[src/rtl/fbwd_pkg.sv]
package fbwd_pkg;

    // Window shape and channel count
    localparam int SAMPLES_PER_WINDOW = 4;
    localparam int NUM_BUMPERS        = 4;

    // Fixed field widths
    localparam int LEVEL_W    = 4;
    localparam int INTERVAL_W = 8;
    localparam int TICK_W     = 8;

    // Derived widths
    localparam int WIN_W   = SAMPLES_PER_WINDOW + 1;
    localparam int CNT_W   = $clog2(SAMPLES_PER_WINDOW + 1);
    localparam int IDX_W   = $clog2(SAMPLES_PER_WINDOW);
    localparam int BUMP_W  = (NUM_BUMPERS > LEVEL_W) ? NUM_BUMPERS : LEVEL_W;

    // Window patterns
    localparam logic [WIN_W-1:0] PRESS_PAT = WIN_W'((1 << SAMPLES_PER_WINDOW) - 1);
    localparam logic [WIN_W-1:0] FLAG_PAT  = WIN_W'(1 << SAMPLES_PER_WINDOW);
    localparam logic [CNT_W-1:0] CNT_FULL  = CNT_W'(SAMPLES_PER_WINDOW);

    // Configuration port
    localparam int APB_DATA_W = 32;
    localparam int APB_ADDR_W = 3;
    localparam logic REG_IDX_INTERVAL = 1'b0;
    localparam logic [INTERVAL_W-1:0] INTERVAL_RESET = INTERVAL_W'(10);

    typedef logic [WIN_W-1:0] t_window;

    // One result beat
    typedef struct packed {
        logic               changed;
        logic               pressed;
        logic [LEVEL_W-1:0] bumper_onehot;
    } t_result;

endpackage

[src/rtl/fbwd_in_if.sv]
interface fbwd_in_if import fbwd_pkg::*; ();
    logic               valid;
    logic               ready;
    logic [LEVEL_W-1:0] bumper_levels;

    modport source (output valid, output bumper_levels, input ready);
    modport sink   (input valid, input bumper_levels, output ready);
endinterface

[src/rtl/fbwd_out_if.sv]
interface fbwd_out_if import fbwd_pkg::*; ();
    logic               valid;
    logic               ready;
    logic               changed;
    logic               pressed;
    logic [LEVEL_W-1:0] bumper_onehot;

    modport source (output valid, output changed, output pressed, output bumper_onehot,
                    input ready);
    modport sink   (input valid, input changed, input pressed, input bumper_onehot,
                    output ready);
endinterface

[src/rtl/fbwd_core.sv]
module fbwd_core import fbwd_pkg::*; (
    input  logic                  i_clk,
    input  logic                  i_rst_n,
    input  logic                  i_step,
    input  logic [LEVEL_W-1:0]    i_levels,
    input  logic [INTERVAL_W-1:0] i_interval,
    output t_result               o_result
);

    logic [TICK_W-1:0] r_tick;
    logic [TICK_W-1:0] n_tick;
    logic [CNT_W-1:0]  r_count;
    logic [CNT_W-1:0]  n_count;
    t_window           r_win [NUM_BUMPERS];
    t_window           n_win [NUM_BUMPERS];
    logic              moment;
    logic [TICK_W-1:0] tick_inc;
    logic [BUMP_W-1:0] levels_pad;

    // Prescaler: a moment when the advanced count reaches the interval
    assign tick_inc   = r_tick + TICK_W'(1);
    assign moment     = !(tick_inc < TICK_W'(i_interval));
    assign levels_pad = BUMP_W'(i_levels);

    // Next state and result for one tick
    always_comb begin
        logic              done;
        logic              prs;
        logic [BUMP_W-1:0] hit;
        done     = 1'b0;
        prs      = 1'b0;
        hit      = '0;
        n_tick   = moment ? '0 : tick_inc;
        n_count  = r_count;
        for (int ch = 0; ch < NUM_BUMPERS; ch++) begin
            n_win[ch] = r_win[ch];
        end
        if (moment) begin
            if (r_count == CNT_FULL) begin
                // Judge the window in priority order, stop at the first event
                n_count = '0;
                for (int ch = 0; ch < NUM_BUMPERS; ch++) begin
                    if (!done) begin
                        if (r_win[ch] == PRESS_PAT) begin
                            n_win[ch] = FLAG_PAT;
                            hit[ch]   = 1'b1;
                            prs       = 1'b1;
                            done      = 1'b1;
                        end else if (r_win[ch] == FLAG_PAT) begin
                            n_win[ch] = '0;
                            hit[ch]   = 1'b1;
                            done      = 1'b1;
                        end else begin
                            n_win[ch] = r_win[ch] & FLAG_PAT;
                        end
                    end
                end
            end else begin
                // OR each level into its sample slot
                n_count = r_count + CNT_W'(1);
                for (int ch = 0; ch < NUM_BUMPERS; ch++) begin
                    n_win[ch][r_count[IDX_W-1:0]] =
                        r_win[ch][r_count[IDX_W-1:0]] | levels_pad[ch];
                end
            end
        end
        o_result.changed       = done;
        o_result.pressed       = prs;
        o_result.bumper_onehot = hit[LEVEL_W-1:0];
    end

    // Advance state on each accepted beat
    always_ff @(posedge i_clk) begin
        if (!i_rst_n) begin
            r_tick  <= '0;
            r_count <= '0;
            for (int ch = 0; ch < NUM_BUMPERS; ch++) begin
                r_win[ch] <= '0;
            end
        end else if (i_step) begin
            r_tick  <= n_tick;
            r_count <= n_count;
            for (int ch = 0; ch < NUM_BUMPERS; ch++) begin
                r_win[ch] <= n_win[ch];
            end
        end
    end

endmodule

[src/rtl/four_bumper_window_debouncer_top.sv]
// Window debouncer for four bumper switches.
// in_ch carries one beat per tick with the four raw bumper levels
// (bit 0 front-left .. bit 3 rear-right). out_ch returns exactly one beat
// for every input beat: changed, pressed and the one-hot bumper that changed.
// The APB port holds sample_interval at address 0 (reset value 10); write it
// only while no beat is in flight.
// The result of a beat appears on out_ch in the cycle after the beat is
// accepted. Throughput: one beat per cycle while the receiver takes each
// result, set by the single result register after the tick update.
// When the receiver stalls, the result register holds its beat and in_ch
// still takes a beat in any cycle where that beat is being taken; otherwise
// ready drops until the result is taken.
// Reset (synchronous, active low) clears the prescaler, the sample count,
// every channel window and the output valid, and reloads sample_interval.
module four_bumper_window_debouncer_top import fbwd_pkg::*; (
    input  logic                  i_clk,
    input  logic                  i_rst_n,
    fbwd_in_if.sink               in_ch,
    fbwd_out_if.source            out_ch,
    input  logic                  psel,
    input  logic                  penable,
    input  logic                  pwrite,
    input  logic [APB_ADDR_W-1:0] paddr,
    input  logic [APB_DATA_W-1:0] pwdata,
    output logic [APB_DATA_W-1:0] prdata,
    output logic                  pready
);

    logic [INTERVAL_W-1:0] r_interval;
    logic                  r_out_valid;
    t_result               r_out;
    t_result               core_result;
    logic                  step;
    logic                  reg_idx;

    // Configuration register
    assign pready  = 1'b1;
    assign reg_idx = paddr[2];
    assign prdata  = (reg_idx == REG_IDX_INTERVAL) ? APB_DATA_W'(r_interval) : '0;

    always_ff @(posedge i_clk) begin
        if (!i_rst_n) begin
            r_interval <= INTERVAL_RESET;
        end else if (psel && penable && pwrite && pready
                     && (reg_idx == REG_IDX_INTERVAL)) begin
            r_interval <= pwdata[INTERVAL_W-1:0];
        end
    end

    // Take a beat whenever the result register is free or being drained
    assign in_ch.ready = !r_out_valid || out_ch.ready;
    assign step        = in_ch.valid && in_ch.ready;

    fbwd_core u_core (
        .i_clk      (i_clk),
        .i_rst_n    (i_rst_n),
        .i_step     (step),
        .i_levels   (in_ch.bumper_levels),
        .i_interval (r_interval),
        .o_result   (core_result)
    );

    // Result register
    always_ff @(posedge i_clk) begin
        if (!i_rst_n) begin
            r_out_valid <= 1'b0;
        end else if (step) begin
            r_out_valid <= 1'b1;
        end else if (out_ch.ready) begin
            r_out_valid <= 1'b0;
        end
    end

    always_ff @(posedge i_clk) begin
        if (step) begin
            r_out <= core_result;
        end
    end

    assign out_ch.valid         = r_out_valid;
    assign out_ch.changed       = r_out.changed;
    assign out_ch.pressed       = r_out.pressed;
    assign out_ch.bumper_onehot = r_out.bumper_onehot;

endmodule

[src/flat_wrapper.sv]
// flat-port wrapper written by rule: the top's interface ports become plain ports
module four_bumper_window_debouncer_top_flat import fbwd_pkg::*;
  (i_clk, i_rst_n, psel, penable, pwrite, paddr, pwdata, prdata, pready, in_ch_valid, in_ch_bumper_levels, in_ch_ready, out_ch_valid, out_ch_changed, out_ch_pressed, out_ch_bumper_onehot, out_ch_ready);
  fbwd_in_if in_ch_i ();
  fbwd_out_if out_ch_i ();
  input  logic i_clk;
  input  logic i_rst_n;
  input  logic psel;
  input  logic penable;
  input  logic pwrite;
  input  logic [APB_ADDR_W-1:0] paddr;
  input  logic [APB_DATA_W-1:0] pwdata;
  output logic [APB_DATA_W-1:0] prdata;
  output logic pready;
  input wire logic [$bits(in_ch_i.valid)-1:0] in_ch_valid;
  input wire logic [$bits(in_ch_i.bumper_levels)-1:0] in_ch_bumper_levels;
  output wire logic [$bits(in_ch_i.ready)-1:0] in_ch_ready;
  output wire logic [$bits(out_ch_i.valid)-1:0] out_ch_valid;
  output wire logic [$bits(out_ch_i.changed)-1:0] out_ch_changed;
  output wire logic [$bits(out_ch_i.pressed)-1:0] out_ch_pressed;
  output wire logic [$bits(out_ch_i.bumper_onehot)-1:0] out_ch_bumper_onehot;
  input wire logic [$bits(out_ch_i.ready)-1:0] out_ch_ready;
  assign in_ch_i.valid = in_ch_valid;
  assign in_ch_i.bumper_levels = in_ch_bumper_levels;
  assign in_ch_ready = in_ch_i.ready;
  assign out_ch_valid = out_ch_i.valid;
  assign out_ch_changed = out_ch_i.changed;
  assign out_ch_pressed = out_ch_i.pressed;
  assign out_ch_bumper_onehot = out_ch_i.bumper_onehot;
  assign out_ch_i.ready = out_ch_ready;
  four_bumper_window_debouncer_top u_core (.i_clk(i_clk), .i_rst_n(i_rst_n), .in_ch(in_ch_i), .out_ch(out_ch_i), .psel(psel), .penable(penable), .pwrite(pwrite), .paddr(paddr), .pwdata(pwdata), .prdata(prdata), .pready(pready));
endmodule
[config.mk]
export PLATFORM = sky130hd
export DESIGN_NAME = four_bumper_window_debouncer_top_flat
export DESIGN_NICKNAME = d
export VERILOG_FILES = /design/src/rtl/fbwd_pkg.sv /design/src/rtl/fbwd_in_if.sv /design/src/rtl/fbwd_out_if.sv /design/src/rtl/fbwd_core.sv /design/src/rtl/four_bumper_window_debouncer_top.sv /design/src/flat_wrapper.sv
export SDC_FILE = /design/constraint.sdc
export NUM_CORES = 1
export LEC_CHECK = 0
export BUFFER_PORTS_ARGS = -buffer_cell sky130_fd_sc_hd__buf_4
export CORE_ASPECT_RATIO = 0.7
export CORE_MARGIN = 1.5
export CORE_UTILIZATION = 35
export DETAILED_ROUTE_END_ITERATION = 16
export MAX_ROUTING_LAYER = met4
export PLACE_DENSITY = 0.63
export SYNTH_ARGS = -nofsm -noshare
export SYNTH_HDL_FRONTEND = slang
export SYNTH_SLANG_ARGS = --single-unit
[constraint.sdc]
create_clock -name i_clk -period 3.2 [get_ports i_clk]
set_clock_uncertainty 0.05 [all_clocks]
set_input_delay 0.48 -clock i_clk [delete_from_list [all_inputs] [get_ports i_clk]]
set_output_delay 0.48 -clock i_clk [all_outputs]
set_load 0.02 [all_outputs]
Yosys cells after proc, flatten, opt, wreduce, memory -nomap -nowiden. Memory sizes are Yosys's and may differ from the RTL's. Index checks and enable logic that the tools add are counted.

Bits of input ports: 46. Memories kept: 1. Word-level logic and storage cells: 113. RAM bits: 20. Output and inout bits: 41. Register bits: 26.

Muxes and demuxes: 64. Equal/unequal tests: 9. Reduce and logical (&&, ||, !) cells: 13. Add/sub/neg operators: 2. $lt $le $gt $ge: 3. Bitwise logic cells: 11.

Memory list: u_core.u_core.r_win (words 4, width 5, read ports 4, clocked after memory_dff 0, write ports 4, line fbwd_core.sv:14) `t_window r_win [NUM_BUMPERS];`.

Operators with widths (number): 5-bit two-way mux (15); 20-bit two-way mux (2); 1-bit two-way mux (35); 5-bit bitwise mux (4); 5-bit by 4-bit equality test with 1-bit output, second input constant (4); 5-bit equality test, second input constant (4); 8-bit two-way mux (2); 3-bit OR reduction (3); 8-bit by 1-bit adder with 8-bit output, second input constant (1); 1-bit binary-select mux with 2-bit select (4); 8-bit < comparator (1); 1-bit OR (8); 1-bit logical AND (5); 2-bit by 4-bit < comparator with 1-bit output, second input constant (1); 3-bit by 1-bit adder with 3-bit output, second input constant (1); 3-bit equality test, second input constant (1); 3-bit two-way mux (1); 1-bit NOT (3); 1-bit demux with 2-bit select (1); 2-bit by 1-bit >= comparator with 1-bit output, second input constant (1); 2-bit AND reduction (1); 2-bit nonzero test (1); 2-bit OR reduction (1); 1-bit logical NOT (1); 1-bit logical OR (1).

Longest topological paths before layout. Gate-level depths: netlist of the first run. An unclocked memory read counts as a cell.

Depth in word-level cells: 16. Gate-level depth with buffers: 10. Depth with buffers taken out: 10.

Cells and area by module. A second synthesis of the first run with hierarchy kept.

Cell total of the unflattened synthesis: 311. Area, all modules: 2944.1 µm².

By module, submodules not included: fbwd_core (area an instance 2118.3 µm², times used 1, seq. area each 820.8 µm², cells each 230); four_bumper_window_debouncer_top (area an instance 825.8 µm², times used 1, seq. area each 360.3 µm², cells each 81).

Least setup slack after synthesis of the first run. Ideal clock, no wire load.

Kind: register to register. Start point: reg u_core.u_core.r_tick[0] (netlist name). End point: mem u_core.u_core.r_win[1][0] (netlist bit), enable pin. Slack: 563 ps. Library setup time: 374 ps. Buffers on the path: 0. Period minus slack after synthesis: 2637 ps. Arrival: 2213 ps. Data required time: 2776 ps. Stages on the path, launching flop included: 10. Cell sequence: dfxtp_1 > ha_1 > nand3_1 > o21ai_0 > nand2_1 > ha_1 > and4_1 > o221a_4 > o21ai_4 > o21ai_0.

RTL lines (line): end: declaration (fbwd_core.sv:14).

==> impl_metrics.env, run 1 <==
export IMPL_critPathArrivalTime_ns=2.77
export IMPL_ys_seq_area_share_pct=40.1
export IMPL_ir_drop_v=0.000263
export IMPL_p_total_mw=1.41
export IMPL_maxCapViolations=0
export IMPL_vias=2297
export IMPL_critPathLaunch="u_core.u_core.r_tick[0]"
export IMPL_drt_pass1_iter_count=4
export IMPL_syn_area_per_cell_um2=9.25
export IMPL_cts_hold_fix_buffers=0
export IMPL_critPathKind="register to register"
export IMPL_power_density_nw_per_um2=416
export IMPL_rr_endpoint="u_core.u_core.r_win[3][0]"
export IMPL_setup_viol=0
export IMPL_min_delay_start="pwdata[1]"
export IMPL_cts_resized=0
export IMPL_finish_utilization_pct=42.2
export IMPL_dr_wl_met3_um=416
export IMPL_fin_cells=453
export IMPL_cts_setup_buffers=0
export IMPL_ant_nets=0
export IMPL_synth_most_common_cell="nand2_1"
export IMPL_gp_congestion=0.826
export IMPL_final_net_count=409
export IMPL_synth_area_leaders="edfxtp_1 27%, dfxtp_1 14%, buf_4 6.6%, ha_1 5.1%, nand2_1 5.0%"
export IMPL_worstSetupStartpointType="register"
export IMPL_synth_commonest_cells="39 x nand2_1, 35 x nor2_1, 26 x buf_4, 26 x edfxtp_1, 20 x dfxtp_1"
export IMPL_insertion_delay_ns=0.28
export IMPL_ys_flop_type="edfxtp_1"
export IMPL_cts_tree="done"
export IMPL_drive_gt1_share_pct=18.8
export IMPL_synth_top_cell_area_share_pct=26.5
export IMPL_fp_row_count=27
export IMPL_drt_iter0_drc=157
export IMPL_setup_tns_ns=0
export IMPL_viasPerCell=5.07
export IMPL_wl_met1_um=3400
export IMPL_required_ns=3.19
export IMPL_ys_types=61
export IMPL_cts_max_path_buffers=2
export IMPL_cts_clk_slew_worst_paths_ns=0.06
export IMPL_portBuffers=35
export IMPL_cts_num_sinks=46
export IMPL_final_area_um2=3380
export IMPL_final_seq_area_um2=1180
export IMPL_synth_edf_count=26
export IMPL_ys_warn_count=0
export IMPL_fp_dieW_um=113
export IMPL_grt_pass1_wl_um=10400
export IMPL_min_path_type="input pin to register"
export IMPL_cpMaxStageDelayCell="dfxtp_1"
export IMPL_tightest_slew_ns=0.524
export IMPL_fmax_mhz=360
export IMPL_hold_violations=0
export IMPL_clockRootBuffer="clkbuf_16"
export IMPL_place_area_um2=3220
export IMPL_dp_cells=445
export IMPL_core_um2=8010
export IMPL_worstPathCellList="nand3_1 > or2_2 > nand2_1 > nand2_1 > ha_1 > a21o_1 > a31o_2 > o21ai_4 > o21ai_0 > buf_4"
export IMPL_min_to="u_core.r_interval[1]"
export IMPL_path_delay_family="compound AO/OA/AOI/OAI gates"
export IMPL_outcome="completed"
export IMPL_grt_start_max_net_pins=25
export IMPL_cts_inserted_buffers=5
export IMPL_rrSetupSlack_ns=0.42
export IMPL_slew_headroom_pct=65.0
export IMPL_post_synth_top_area_cell="edfxtp_1"
export IMPL_rsz0062_at_grt="no"
export IMPL_power_leakage_nw=1.33
export IMPL_finalMaxSlewViolations=0
export IMPL_drc_errors=0
export IMPL_r2r_start="u_core.u_core.r_tick[0]"
export IMPL_crit_fanout=7
export IMPL_area_delta_synth_final_pct=14.8
export IMPL_synthCells=318
export IMPL_route_detailed_wl_per_inst_um=14.0
export IMPL_ios=87
export IMPL_die_h_um=79.7
export IMPL_start_util_pct=36.8
export IMPL_highest_layer="met4"
export IMPL_slowest_delay_ns=0.43
export IMPL_path_buf_inv=1
export IMPL_overflow=0
export IMPL_wl_um=6360
export IMPL_wl_met2_um=2520
export IMPL_track_usage_pct=15.0
export IMPL_hold_slack_ns=0.375
export IMPL_layout_setup_ws_ns=0.420
export IMPL_layout_worst_path_cycle_share_pct=86.9
export IMPL_async_flop_share_pct=0
export IMPL_whs_path_depth=3
export IMPL_diodes=0
export IMPL_ctsHtreeMaxLevel=2
export IMPL_syn_area_um2=2940
export IMPL_preCtsSetupSlack_ns=0.468
export IMPL_path_common_cell="nand2_1"
export IMPL_reg2reg_depth=10
export IMPL_period_needed_ns=2.78
export IMPL_critical_path_cell_count=10
export IMPL_antenna_found_initial=0
export IMPL_fillCellCount=783
export IMPL_end_kind="register"
export IMPL_multi_input_area_um2=1540
export IMPL_grt_pass1_vias=2016
export IMPL_dpl_hpwl_um=4720
export IMPL_die_area_um2=8980
export IMPL_ys_ff_latch=46
==> worst max path at each step <==
stage | endpoint | slack, ns
2_1_floorplan | u_core.u_core.r_win[1][0] | 0.56
3_3_place_gp | u_core.u_core.r_win[3][2] | 0.47
3_5_place_dp | u_core.u_core.r_win[3][2] | 0.47
4_1_cts | u_core.u_core.r_win[3][0] | 0.44
5_1_grt | u_core.u_core.r_win[1][1] | 0.20
6_report | u_core.u_core.r_win[3][0] | 0.42
==> routing by layer <==
layer | vias up | track usage [%]
li1 | 1179 | -
met1 | 1047 | 23.4
met2 | 69 | 19.8
met3 | 2 | 3.26
met4 | 0 | 1.90
met5 | - | -
==> cell usage in the layout (no fill, tap or decap), types with 2 or more instances in the layout <==
cell / count
clkbuf_16: 6
dfxtp_1: 20
edfxtp_1: 26
o41a_1: 2
a41oi_1: 4
mux2i_1: 2
a21oi_1: 14
o22ai_1: 10
buf_4: 41
nor2_1: 35
a31oi_1: 2
conb_1: 25
o21ai_0: 9
nand2b_1: 7
nor3_1: 3
nand4_1: 2
inv_1: 18
a21o_1: 4
o211ai_1: 2
or3_1: 2
o41ai_1: 3
a211oi_1: 16
mux4_2: 3
ha_1: 12
nand2_1: 39
nand3b_1: 2
nand3_1: 9
==> worst register-to-register path: cells and delay by family, from the launching register on <==
kind | cells | cell delay (ns)
and+or+nand+nor | 4 | 0.66
DFF | 1 | 0.43
adders and majority gates | 1 | 0.33
buffers and inverters | 1 | 0.18
AOI/OAI and AO/OA | 4 | 0.88
==> sequential cells by signal, summed over array words and instances, names as in the netlist <==
| signal | count |
|---|---|
| u_core.r_interval | 8 |
| u_core.out_ch.valid | 1 |
| u_core.u_core.r_win | 20 |
| u_core.out_ch.pressed | 1 |
| u_core.u_core.r_tick | 8 |
| u_core.u_core.r_count | 3 |
| u_core.out_ch.bumper_onehot | 4 |
| u_core.out_ch.changed | 1 |
==> cell families after synthesis <==
logic type / after synthesis / share of synthesized area, %
AO/OA/AOI/OAI: 81 / 20.7
XOR/XNOR: 1 / 0.298
other: 2 / 0.255
buffers and inverters: 56 / 10.6
multiplexers: 6 / 3.87
adder cells (fa/ha/maj): 12 / 5.10
flip-flops: 46 / 40.1
AND/OR/NAND/NOR: 114 / 19.1
==> power breakdown <==
part / internal (mW) / switching, mW / total (mW)
Combinational: 0.0709 / 0.111 / 0.182
Sequential: 0.651 / 0.0236 / 0.675
Clock: 0.341 / 0.208 / 0.549
==> layout make-up <==
type | count | area share, %
repair buffers | 41 | 9.11
well taps | 101 | 3.74
inverters | 18 | 2.00
multi-input cells | 239 | 45.5
flip-flops and latches | 46 | 35.0
clock buffers | 8 | 4.70
(Power assumes the default switching activity.)
==> run 2: changes to the inputs <==
CORE_UTILIZATION = 50   (was 35)
PLACE_DENSITY = 0.83   (was 0.63)
==> run 2 against run 1 <==
Against the previous run: worst hold slack worse by 0.017 ns; critical path depth unchanged; register-to-register slack barely moved; design area decreased by 2.4%; first-iteration DRC count is 100% higher; sequential power about the same; highest routed layer unchanged; non-clock buffer count fell by 1; critical path type unchanged; die area down 29%; sequential cell count unchanged; count of clock-buffer cells in the layout is 1 lower; via count grew 5.4%; setup slack gained 0.00070 ns; critical endpoint is now u_core.u_core.r_win[2][0].
==> impl_metrics.env, run 2 (same netlist as run 1, synthesis figures left out) <==
export IMPL_insertion_delay_ns=0.31
export IMPL_power_density_nw_per_um2=399
export IMPL_clockRootBuffer="clkbuf_8"
export IMPL_power_leakage_nw=1.30
export IMPL_wl_um=6390
export IMPL_crit_fanout=7
export IMPL_grt_start_max_net_pins=25
export IMPL_grt_pass1_vias=2194
export IMPL_overflow=0
export IMPL_diodes=0
export IMPL_required_ns=3.17
export IMPL_area_delta_synth_final_pct=12.0
export IMPL_critPathKind="register to register"
export IMPL_final_net_count=408
export IMPL_cts_inserted_buffers=5
export IMPL_end_kind="register"
export IMPL_tightest_slew_ns=0.510
export IMPL_outcome="completed"
export IMPL_portBuffers=35
export IMPL_maxCapViolations=0
export IMPL_fmax_mhz=360
export IMPL_die_area_um2=6360
export IMPL_cts_hold_fix_buffers=0
export IMPL_drt_pass1_iter_count=4
export IMPL_hold_slack_ns=0.358
export IMPL_ir_drop_v=0.000203
export IMPL_layout_setup_ws_ns=0.421
export IMPL_cts_tree="done"
export IMPL_reg2reg_depth=10
export IMPL_die_h_um=67.2
export IMPL_period_needed_ns=2.78
export IMPL_rsz0062_at_grt="no"
export IMPL_drive_gt1_share_pct=18.5
export IMPL_antenna_found_initial=0
export IMPL_drt_iter0_drc=318
export IMPL_gp_congestion=0.852
export IMPL_min_to="u_core.r_interval[3]"
export IMPL_track_usage_pct=22.4
export IMPL_cts_num_sinks=46
export IMPL_max_flop_register="u_core.u_core.r_win"
export IMPL_critPathLaunch="u_core.u_core.r_tick[0]"
export IMPL_whs_path_depth=3
export IMPL_cts_clk_slew_worst_paths_ns=0.08
export IMPL_largest_reg_flops=20
export IMPL_critPathArrivalTime_ns=2.75
export IMPL_fp_row_count=23
export IMPL_top_regs="u_core.u_core.r_win: 20 flops, u_core.r_interval: 8 flops, u_core.u_core.r_tick: 8 flops"
export IMPL_r2r_start="u_core.u_core.r_tick[0]"
export IMPL_final_cell_mix="40 x buf_4, 39 x nand2_1, 35 x nor2_1"
export IMPL_p_sw_mw=0.339
export IMPL_ctsHtreeMaxLevel=2
export IMPL_viasPerCell=5.68
export IMPL_slew_headroom_pct=65.9
export IMPL_start_util_pct=51.6
export IMPL_rrSetupSlack_ns=0.42
export IMPL_internal_power_mw=0.976
export IMPL_setup_tns_ns=0
export IMPL_dpl_hpwl_um=4580
export IMPL_worstSetupStartpointType="register"
export IMPL_cts_setup_buffers=0
export IMPL_drc_errors=0
export IMPL_p_clk_share_pct=34.8
export IMPL_fp_dieW_um=94.7
export IMPL_min_delay_start="pwdata[3]"
export IMPL_ios=87
export IMPL_core_um2=5700
export IMPL_cts_resized=0
export IMPL_rr_endpoint="u_core.u_core.r_win[2][0]"
export IMPL_layout_worst_path_cycle_share_pct=86.8
export IMPL_p_comb_share_pct=13.8
export IMPL_ant_nets=0
export IMPL_vias=2420
export IMPL_final_common_cell="buf_4"
export IMPL_setup_viol=0
export IMPL_p_seq_share_pct=51.3
export IMPL_hold_violations=0
export IMPL_finalMaxSlewViolations=0
export IMPL_route_detailed_wl_per_inst_um=15.0
export IMPL_netSwitchingFraction_pct=25.8
export IMPL_preCtsSetupSlack_ns=0.508
export IMPL_min_path_type="input pin to register"
export IMPL_cts_max_path_buffers=2
export IMPL_grt_pass1_wl_um=10500
==> run 2: worst max-delay path: stages, from the launching register on <==
cell and delay (ns):
dfxtp_1 0.43, ha_1 0.26, nand3_1 0.17, o21ai_0 0.20, nand2_1 0.08, ha_1 0.31
and4_1 0.26, o221a_4 0.24, o21ai_4 0.10, o21ai_0 0.21, buf_4 0.19
==> run 2: cell type report <==
cell class                      instances  area, µm²
Multi-Input combinational cell        239       1540
Sequential cell                        46       1180
Clock buffer                            7       86.3
Clock inverter                          1       30.0
Inverter                               18       67.6
Fill cell                             501       2400
Tap cell                               75       93.8
Timing Repair Buffer                   40        300
==> run 2: how the worst max path moves through the flow <==
stage / to / slack (ns)
after floorplan: u_core.u_core.r_win[1][0] / 0.56
after global placement: u_core.u_core.r_win[1][1] / 0.52
after detailed placement: u_core.u_core.r_win[1][2] / 0.51
after CTS: u_core.u_core.r_win[2][0] / 0.43
after global routing: u_core.u_core.r_win[2][0] / 0.14
final: u_core.u_core.r_win[2][0] / 0.42
==> run 2: metrics by stage <==
step / cell area, µm² / util [%] / std cells / total power [mW]
floorplan: 3030 / - / 341 / 0.832
global placement: 3180 / 55.8 / 418 / 0.861
detailed placement: 3180 / 55.8 / 418 / 0.868
CTS: 3300 / 57.8 / 426 / 1.32
global route: 3300 / 57.8 / 426 / 1.37
finish: 3300 / 57.8 / 426 / 1.32
==> run 2: power groups by stage <==
stage / clock network (mW) / registers (mW) / logic, mW
detailed placement: 0 / 0.688 / 0.180
finish: 0.458 / 0.675 / 0.182
global placement: 0 / 0.687 / 0.175
floorplan: 0 / 0.686 / 0.146
global route: 0.487 / 0.680 / 0.199
CTS: 0.464 / 0.674 / 0.181
==> run 2: routing by layer <==
layer | part of all wire (%) | vias up | wire [µm] | global-route usage [%]
met5 | 0 | - | 0 | -
met4 | 1.5 | 0 | 95 | 8.58
met3 | 6.2 | 7 | 396 | 4.17
met2 | 44 | 89 | 2820 | 34.6
met1 | 48 | 1144 | 3070 | 29.5
li1 | - | 1180 | - | -
==> run 3: changes to the inputs <==
CTS_BUF_LIST = sky130_fd_sc_hd__clkbuf_16   (was default)
==> run 3 against run 2 <==
Against the previous run: critical path depth unchanged; largest power group unchanged; die area unchanged; clock power up 27%.
==> impl_metrics.env, run 3 (same netlist as run 1, synthesis figures left out) <==
export IMPL_dpl_hpwl_um=4580
export IMPL_setup_tns_ns=0
export IMPL_max_flop_register="u_core.u_core.r_win"
export IMPL_power_leakage_nw=1.33
export IMPL_diodes=0
export IMPL_drt_iter0_drc=244
export IMPL_core_um2=5700
export IMPL_finish_utilization_pct=58.7
export IMPL_antenna_found_initial=0
export IMPL_critPathArrivalTime_ns=2.73
export IMPL_p_clk_share_pct=40.4
export IMPL_portBuffers=35
export IMPL_crit_fanout=7
export IMPL_grt_pass1_vias=2173
export IMPL_die_h_um=67.2
export IMPL_internal_power_mw=1.09
export IMPL_area_delta_synth_final_pct=13.6
export IMPL_p_comb_share_pct=12.6
export IMPL_ir_drop_v=0.000228
export IMPL_cts_max_path_buffers=2
export IMPL_rsz0062_at_grt="no"
export IMPL_largest_reg_flops=20
export IMPL_critPathKind="register to register"
export IMPL_period_needed_ns=2.77
export IMPL_layout_worst_path_cycle_share_pct=86.5
export IMPL_p_seq_share_pct=47.0
export IMPL_cts_num_sinks=46
export IMPL_start_util_pct=51.6
export IMPL_gp_congestion=0.852
export IMPL_cts_inserted_buffers=5
export IMPL_insertion_delay_ns=0.29
export IMPL_tightest_slew_ns=0.522
export IMPL_hold_violations=0
export IMPL_required_ns=3.16
export IMPL_min_path_type="input pin to register"
export IMPL_grt_start_max_net_pins=25
export IMPL_end_kind="register"
export IMPL_worstSetupStartpointType="register"
export IMPL_cts_tree="done"
export IMPL_drc_errors=0
export IMPL_cts_setup_buffers=0
export IMPL_overflow=0
export IMPL_outcome="completed"
export IMPL_cts_hold_fix_buffers=0
export IMPL_cts_clk_slew_worst_paths_ns=0.06
export IMPL_ctsHtreeMaxLevel=2
export IMPL_maxCapViolations=0
export IMPL_die_area_um2=6360
export IMPL_top_regs="u_core.u_core.r_win: 20 flops, u_core.r_interval: 8 flops, u_core.u_core.r_tick: 8 flops"
export IMPL_drive_gt1_share_pct=18.2
export IMPL_fmax_mhz=361
export IMPL_ant_nets=0
export IMPL_place_area_um2=3180
export IMPL_power_density_nw_per_um2=430
export IMPL_ios=87
export IMPL_p_sw_mw=0.353
export IMPL_hold_slack_ns=0.374
export IMPL_netSwitchingFraction_pct=24.5
export IMPL_fp_dieW_um=94.7
export IMPL_final_common_cell="buf_4"
export IMPL_final_area_um2=3340
export IMPL_cts_resized=0
export IMPL_track_usage_pct=22.5
export IMPL_final_net_count=408
export IMPL_vias=2433
export IMPL_final_cell_mix="40 x buf_4, 39 x nand2_1, 35 x nor2_1"
export IMPL_viasPerCell=5.71
export IMPL_wl_um=6440
export IMPL_finalMaxSlewViolations=0
export IMPL_drt_pass1_iter_count=4
export IMPL_grt_pass1_wl_um=10500
export IMPL_fp_row_count=23
export IMPL_setup_viol=0
export IMPL_slew_headroom_pct=65.1
export IMPL_route_detailed_wl_per_inst_um=15.1
export IMPL_clockRootBuffer="clkbuf_16"
run 3: cell types whose count changed in the layout (fill, tap and decap cells not counted), sizes merged:
cell / previous run / this run
clkinv: 0 / 1
inv: 18 / 19
clkbuf: 7 / 5
run 3: final timing paths:
check                     startpoint                         to  slack, ns  depth (start not counted)
max reg2reg  u_core.u_core.r_tick[0]  u_core.u_core.r_win[2][0]       0.43                         10
max          u_core.u_core.r_tick[0]  u_core.u_core.r_win[2][0]       0.43                         10
min reg2reg     u_core.r_interval[7]       u_core.r_interval[7]       0.40                          2
min                        pwdata[3]       u_core.r_interval[3]       0.37                          3
run 3: power groups by stage:
stage | registers (mW) | logic (mW) | clock network [mW]
2_1_floorplan | 0.686 | 0.146 | 0
3_3_place_gp | 0.687 | 0.175 | 0
3_5_place_dp | 0.688 | 0.180 | 0
4_1_cts | 0.675 | 0.181 | 0.590
5_1_grt | 0.680 | 0.199 | 0.617
6_report | 0.676 | 0.181 | 0.581
run 3: through the flow:
step           worst slack [ns]  power [mW]  std cells
2_1_floorplan             0.563       0.832        341
3_3_place_gp              0.515       0.861        418
3_5_place_dp              0.508       0.868        418
4_1_cts                   0.455        1.45        426
5_1_grt                   0.151        1.50        426
6_report                  0.431        1.44        426
run 3: per-layer routing:
layer / up-vias / GRT usage (%) / share of wire [%]
met4: 0 / 7.09 / 1.2
li1: 1185 / - / -
met2: 104 / 33.9 / 44
met3: 5 / 5.07 / 6.7
met1: 1139 / 30.3 / 48
met5: - / - / 0
run 3: layout make-up:
class,count,area (µm²)
clock inverter,3,37.5
sequential,46,1180
inverter,18,67.6
fill,488,2360
tap,75,93.8
clock buffer,5,125
multi-input combinational,239,1540
timing repair buffer,40,300
run 3: critical path: stages, from the launching register on:
cell and delay, ns:
dfxtp_1 0.43, ha_1 0.26, nand3_1 0.17, o21ai_0 0.20, nand2_1 0.08, ha_1 0.31
and4_1 0.25, o221a_4 0.24, o21ai_4 0.10, o21ai_0 0.21, buf_4 0.19
